--- src/plse_ram.sv ---
// Generic single-write, single-read synchronous RAM with a registered read port.
// Width and depth are parameters. No dependencies.
module plse_ram #(
   parameter int WIDTH = 48,
   parameter int DEPTH = 64
) (
   input  logic                     clock,
   input  logic                     wr_en,
   input  logic [$clog2(DEPTH)-1:0] wr_addr,
   input  logic [WIDTH-1:0]         wr_data,
   input  logic [$clog2(DEPTH)-1:0] rd_addr,
   output logic [WIDTH-1:0]         rd_data
);

   logic [WIDTH-1:0] mem_ff [DEPTH];
   logic [WIDTH-1:0] rd_data_ff;

   always_ff @(posedge clock) begin
      if (wr_en) begin
         mem_ff[wr_addr] <= wr_data;
      end
      rd_data_ff <= mem_ff[rd_addr];
   end

   assign rd_data = rd_data_ff;

endmodule

--- config.mk ---
export PLATFORM = sky130hd
export DESIGN_NAME = plse_ram
export DESIGN_NICKNAME = d
export VERILOG_FILES = /design/src/plse_ram.sv
export SDC_FILE = /design/constraint.sdc
export NUM_CORES = 2
export LEC_CHECK = 0
export BUFFER_PORTS_ARGS = -buffer_cell sky130_fd_sc_hd__buf_2
export CAP_MARGIN = 5
export CORE_ASPECT_RATIO = 0.6
export CORE_MARGIN = 3
export CORE_UTILIZATION = 40
export CTS_CLUSTER_DIAMETER = 60
export CTS_CLUSTER_SIZE = 8
export DETAILED_ROUTE_END_ITERATION = 8
export GPL_TIMING_DRIVEN = 0
export PLACE_DENSITY = 0.56
export SYNTH_ARGS = -nofsm -noshare
export SYNTH_HDL_FRONTEND = slang
export SYNTH_SLANG_ARGS = --single-unit
export TNS_END_PERCENT = 100
--- constraint.sdc ---
create_clock -name clock -period 4.18 [get_ports clock]
set_clock_uncertainty 0.05 [all_clocks]
set_input_delay 0.209 -clock clock [delete_from_list [all_inputs] [get_ports clock]]
set_output_delay 0.209 -clock clock [all_outputs]
set_load 0.01 [all_outputs]
# Yosys cells after proc, flatten, opt, wreduce, memory -nomap -nowiden
# Memories as Yosys holds them, arrays and structs flattened. A register that Yosys moved wholly into a read port is not among the register bits.
# Cells that the tools add are included.
# word_totals
ram_bits	3072
reg_bits	0
in_bits	62
mem_count	1
elab_cells	3
output_inout_bits	48
# classes
mux	2
# memory_table
name	words	width	read_ports	rd_ports_with_merged_regs	wr	line_no	rtl
mem_ff	64	48	1	1	1	15	logic [WIDTH-1:0] mem_ff [DEPTH];
# op_table
operator	n
$mux W1	2

# Logic depth before layout (Yosys ltp)
# logic_depth
word_depth	2
ltp_mapped	9
ltp_nobuf	5

# Worst setup path after synthesis
# No wires, ideal clock.
# synth_path
kind	input port to flip-flop
from	input port wr_addr[3]
to	memory mem_ff[48][0], enable pin
path_buffers	1
t_arrival_ns	3.981
t_required_ns	3.617
path_stages	4
setup_slack_ns	-0.364
setup_time_ns	0.513
cell_sequence	clkbuf_1 nor2b_1 nand4b_1 nor3_1
# synth_rtl
item	line_no	rtl
start, declared	9	input logic [$clog2(DEPTH)-1:0] wr_addr,
end, declared	15	
# No word-level cell before the write port.

==> reports/results.tsv <==
stage	metric	value	unit
power	total power	70200	uW
cells_and_area	commonest non-fill, non-tap cell in the layout	edfxtp_1	
detailed_routing	total wire length	375000	microns
power	switching share of total power	0.220	
worst_setup_path	CP Capture Type	register	
cells_and_area	Fillers	23485	
floorplanning	Total Die Area	0.300	sq mm
global_route	first-pass GRT wire length	505000	microns
floorplanning	Die Wd	705	microns
sta	final hold violations	0	
sta	Max Slew Vio Count	0	
sta	final setup fails	0	
cts	clock sinks	3120	
sta	slew margin rel.	0.0411	
placement	Port Buffers	101	
power	Clock Power Share	0.450	
worst_setup_path	worst path arrival time	4.63	ns
global_route	pin count of the biggest net entering global routing	65	
power	Leakage Power	0.0431	uW
floorplanning	I/O pin cnt	110	
cells_and_area	Final #Nets	5763	
worst_setup_path	worst r2r path cells	5	
sta	worst-margin pin slew	1.44	ns
synthesis	prevailing post-synth register cell	edfxtp_1	
floorplanning	Initial Util	0.403	
synthesis	Post-synth EDFFs	3072	
placement	RePlAce Congestion	0.815	
cts	clk root buf	clkbuf_16	
worst_setup_path	Cell Chain, Critical Path	buf_2, buf_4, buf_2, clkbuf_1, mux4_2, a22oi_1, nand2_1, o22ai_1, nor2_1	
worst_setup_path	CP delay by family, top	buffers and inverters	
synthesis	Mapped Cells	4970	
global_route	GR Util All Layers	0.247	
detailed_routing	# DRC	0	
cells_and_area	ratio of cells with drive above 1 in the final layout	0.299	
placement	DP HPWL	251000	microns
worst_setup_path	Crit Path Max Fanout	10	
status	status	completed	
worst_setup_path	Data required, critical path	4.79	ns
flow_run	Max-cap violations	0	
cells_and_area	commonest cells after routing, fill and taps aside	edfxtp_1, mux4_2, clkbuf_16	
global_route	antenna violations before repair	28	
synthesis	syn avg cell area	23.6	sq um
sta	crit path time final	4.02	ns
detailed_routing	Starting DRT DRC Count	10314	
power	power per cell area	508	mW/mm^2
worst_setup_path	Max stage delay on crit path	0.97	ns
worst_setup_path	CP Launch Type	input port	
worst_hold_path	Hold Crit Depth	1	
sta	maximum clock frequency	249	MHz
worst_setup_path	WS Path Type	input port to register	
power	P_int	54700	uW
synthesis	Async SR Flop Fraction	0	
worst_setup_path	Most Frequent Cell on Critical Path	buf_2	
global_route	GRT overflow	0	
synthesis	distinct cell type count after synthesis	36	
synthesis	synthesized flop and latch total	3120	
power	Comb pwr share	0.054	
cts	htree depth	5	
floorplanning	DIE HEIGHT	425	microns
global_route	via count of the first global-routing pass	57714	
cts	clock tree buffer depth	4	
detailed_routing	via count	60731	
worst_setup_path	CP Buf/Inv Count	4	
cells_and_area	P&R area growth vs syn	18.1	%
placement	DP Cell Count	9087	
synthesis	Syn Nets	5032	
power	worst vdd ir	0.348	mV
floorplanning	core area	0.291	sq mm
synthesis	Synth Warn #	0	
sta	unrepaired setup endpoints after global routing	false	
cts	Worst-path clk slew	0.05	ns
cells_and_area	Final Non-Filler Cells	9713	
detailed_routing	drt first pass iters	5	
power	Seq pwr share	0.495	
sta	Final period util	0.962	
power	switching power	15500	uW
cts	total CTS buffers	435	
detailed_routing	average wire per standard cell	38.6	microns
synthesis	Seq/Total Area, Yosys	0.796	
floorplanning	Rows	153	
detailed_routing	post-DR vias/cell	6.25	
worst_setup_path	instance count on the critical path	9	
worst_setup_path	CP max-delay cell	o22ai_1	
cts	Worst-Skew Late Latency	0.94	ns
detailed_routing	Final ANT Viol Nets	0	
cts	CTS tree	yes	
synthesis	Cell Area, Synth	0.117	sq mm
worst_hold_path	HP Class	input port to register	
## sequential cells by signal (all words and copies together), names as in the netlist
| register | flops |
|---|---|
| rd_data | 48 |
| mem_ff | 3072 |
## through the flow
stage / setup TNS, ns / worst slack (ns) / hold WS, ns / area (sq um) / util
2_1_floorplan: 0 / 0.575 / 0.258 / 117000 / -
5_1_grt: 0 / 0.223 / 0.0714 / 138000 / 0.476
3_5_place_dp: -9.64 / -0.712 / 0.558 / 126000 / 0.433
4_1_cts: 0 / 0.301 / 0.000996 / 138000 / 0.474
3_3_place_gp: -8538.58 / -3.40 / 0.560 / 122000 / 0.421
6_report: 0 / 0.161 / 0.0725 / 138000 / 0.476
## final timing paths
path / endpoint / slack, ns / start
min reg2reg: rd_data[36] / 0.93 / mem_ff[58][36]
min: mem_ff[26][38] / 0.07 / wr_data[38]
max reg2reg: rd_data[43] / 1.03 / mem_ff[39][43]
max: rd_data[5] / 0.16 / rd_addr[1]
## worst register-to-register path: stages (launching register included)
cell,delay [ns]
edfxtp_1,0.35
mux4_2,0.48
mux2i_1,0.23
a21oi_1,0.31
a21oi_1,1.13
a221oi_1,0.36
## power by group through the flow
stage,logic [uW],registers (uW),clock network (uW)
after floorplan,1650,35400,0
after global placement,3560,35400,0
after detailed placement,3680,35400,0
after CTS,3690,34800,32000
after global routing,3960,34800,33300
final,3820,34800,31600
## kinds of logic after synthesis
| logic type | Yosys count | synth area share |
|---|---|---|
| compound gates | 486 | 0.0302 |
| buf+inv | 282 | 0.0128 |
| flops | 3120 | 0.796 |
| mux | 829 | 0.152 |
| simple gates | 253 | 0.00957 |
## final cells by class
type | count | area [sq um] | share of cell area
flip-flops and latches | 3120 | 93200 | 0.674
multi-input cells | 1568 | 22900 | 0.166
clock buffers | 540 | 11400 | 0.0826
well taps | 3875 | 4850 | 0.0351
repair buffers | 294 | 4080 | 0.0295
plain buffers | 282 | 1500 | 0.0109
clock inverters | 23 | 317 | 0.00229
diodes | 11 | 27.5 | 0.000199
## cell usage after synthesis (4+ instances only)
library cell | count | area share
edfxtp_1 | 3072 | 0.79
mux4_2 | 754 | 0.14
nor2_1 | 132 | 0.0042
o22ai_1 | 122 | 0.0065
buf_2 | 98 | 0.0042
clkbuf_1 | 98 | 0.0031
a221oi_1 | 83 | 0.0062
a21oi_1 | 74 | 0.0032
a22oi_1 | 72 | 0.0046
mux2i_1 | 63 | 0.0054
buf_4 | 62 | 0.0040
a22o_1 | 57 | 0.0043
nand2_1 | 55 | 0.0018
dfxtp_1 | 48 | 0.0082
a211oi_1 | 32 | 0.0021
o221ai_1 | 28 | 0.0021
nor2b_1 | 24 | 0.0013
buf_1 | 12 | 0.00038
mux2_2 | 12 | 0.0012
a311oi_1 | 11 | 0.00082
buf_6 | 11 | 0.0011
nand2b_1 | 10 | 0.00053
nand3_1 | 7 | 0.00030
a31o_2 | 5 | 0.00037
nand3b_1 | 5 | 0.00032
or3b_2 | 4 | 0.00030
## timing repair
| item | in CTS | in global routing |
|---|---|---|
| buffers inserted | 0 | 0 |
| gates resized for setup | 0 | 0 |
| endpoints found under the hold margin | 74 | 1568 |
| hold buffers | 6 | 27 |
## per-layer routing
metal,vias up,part of all wire,track usage
met1,33110,0.43,0.393
li1,22937,-,-
met2,4215,0.40,0.325
met5,-,0.00083,0
met4,4,0.018,0.0489
met3,465,0.15,0.0871
No activity file was read; power rests on OpenSTA's default activity.
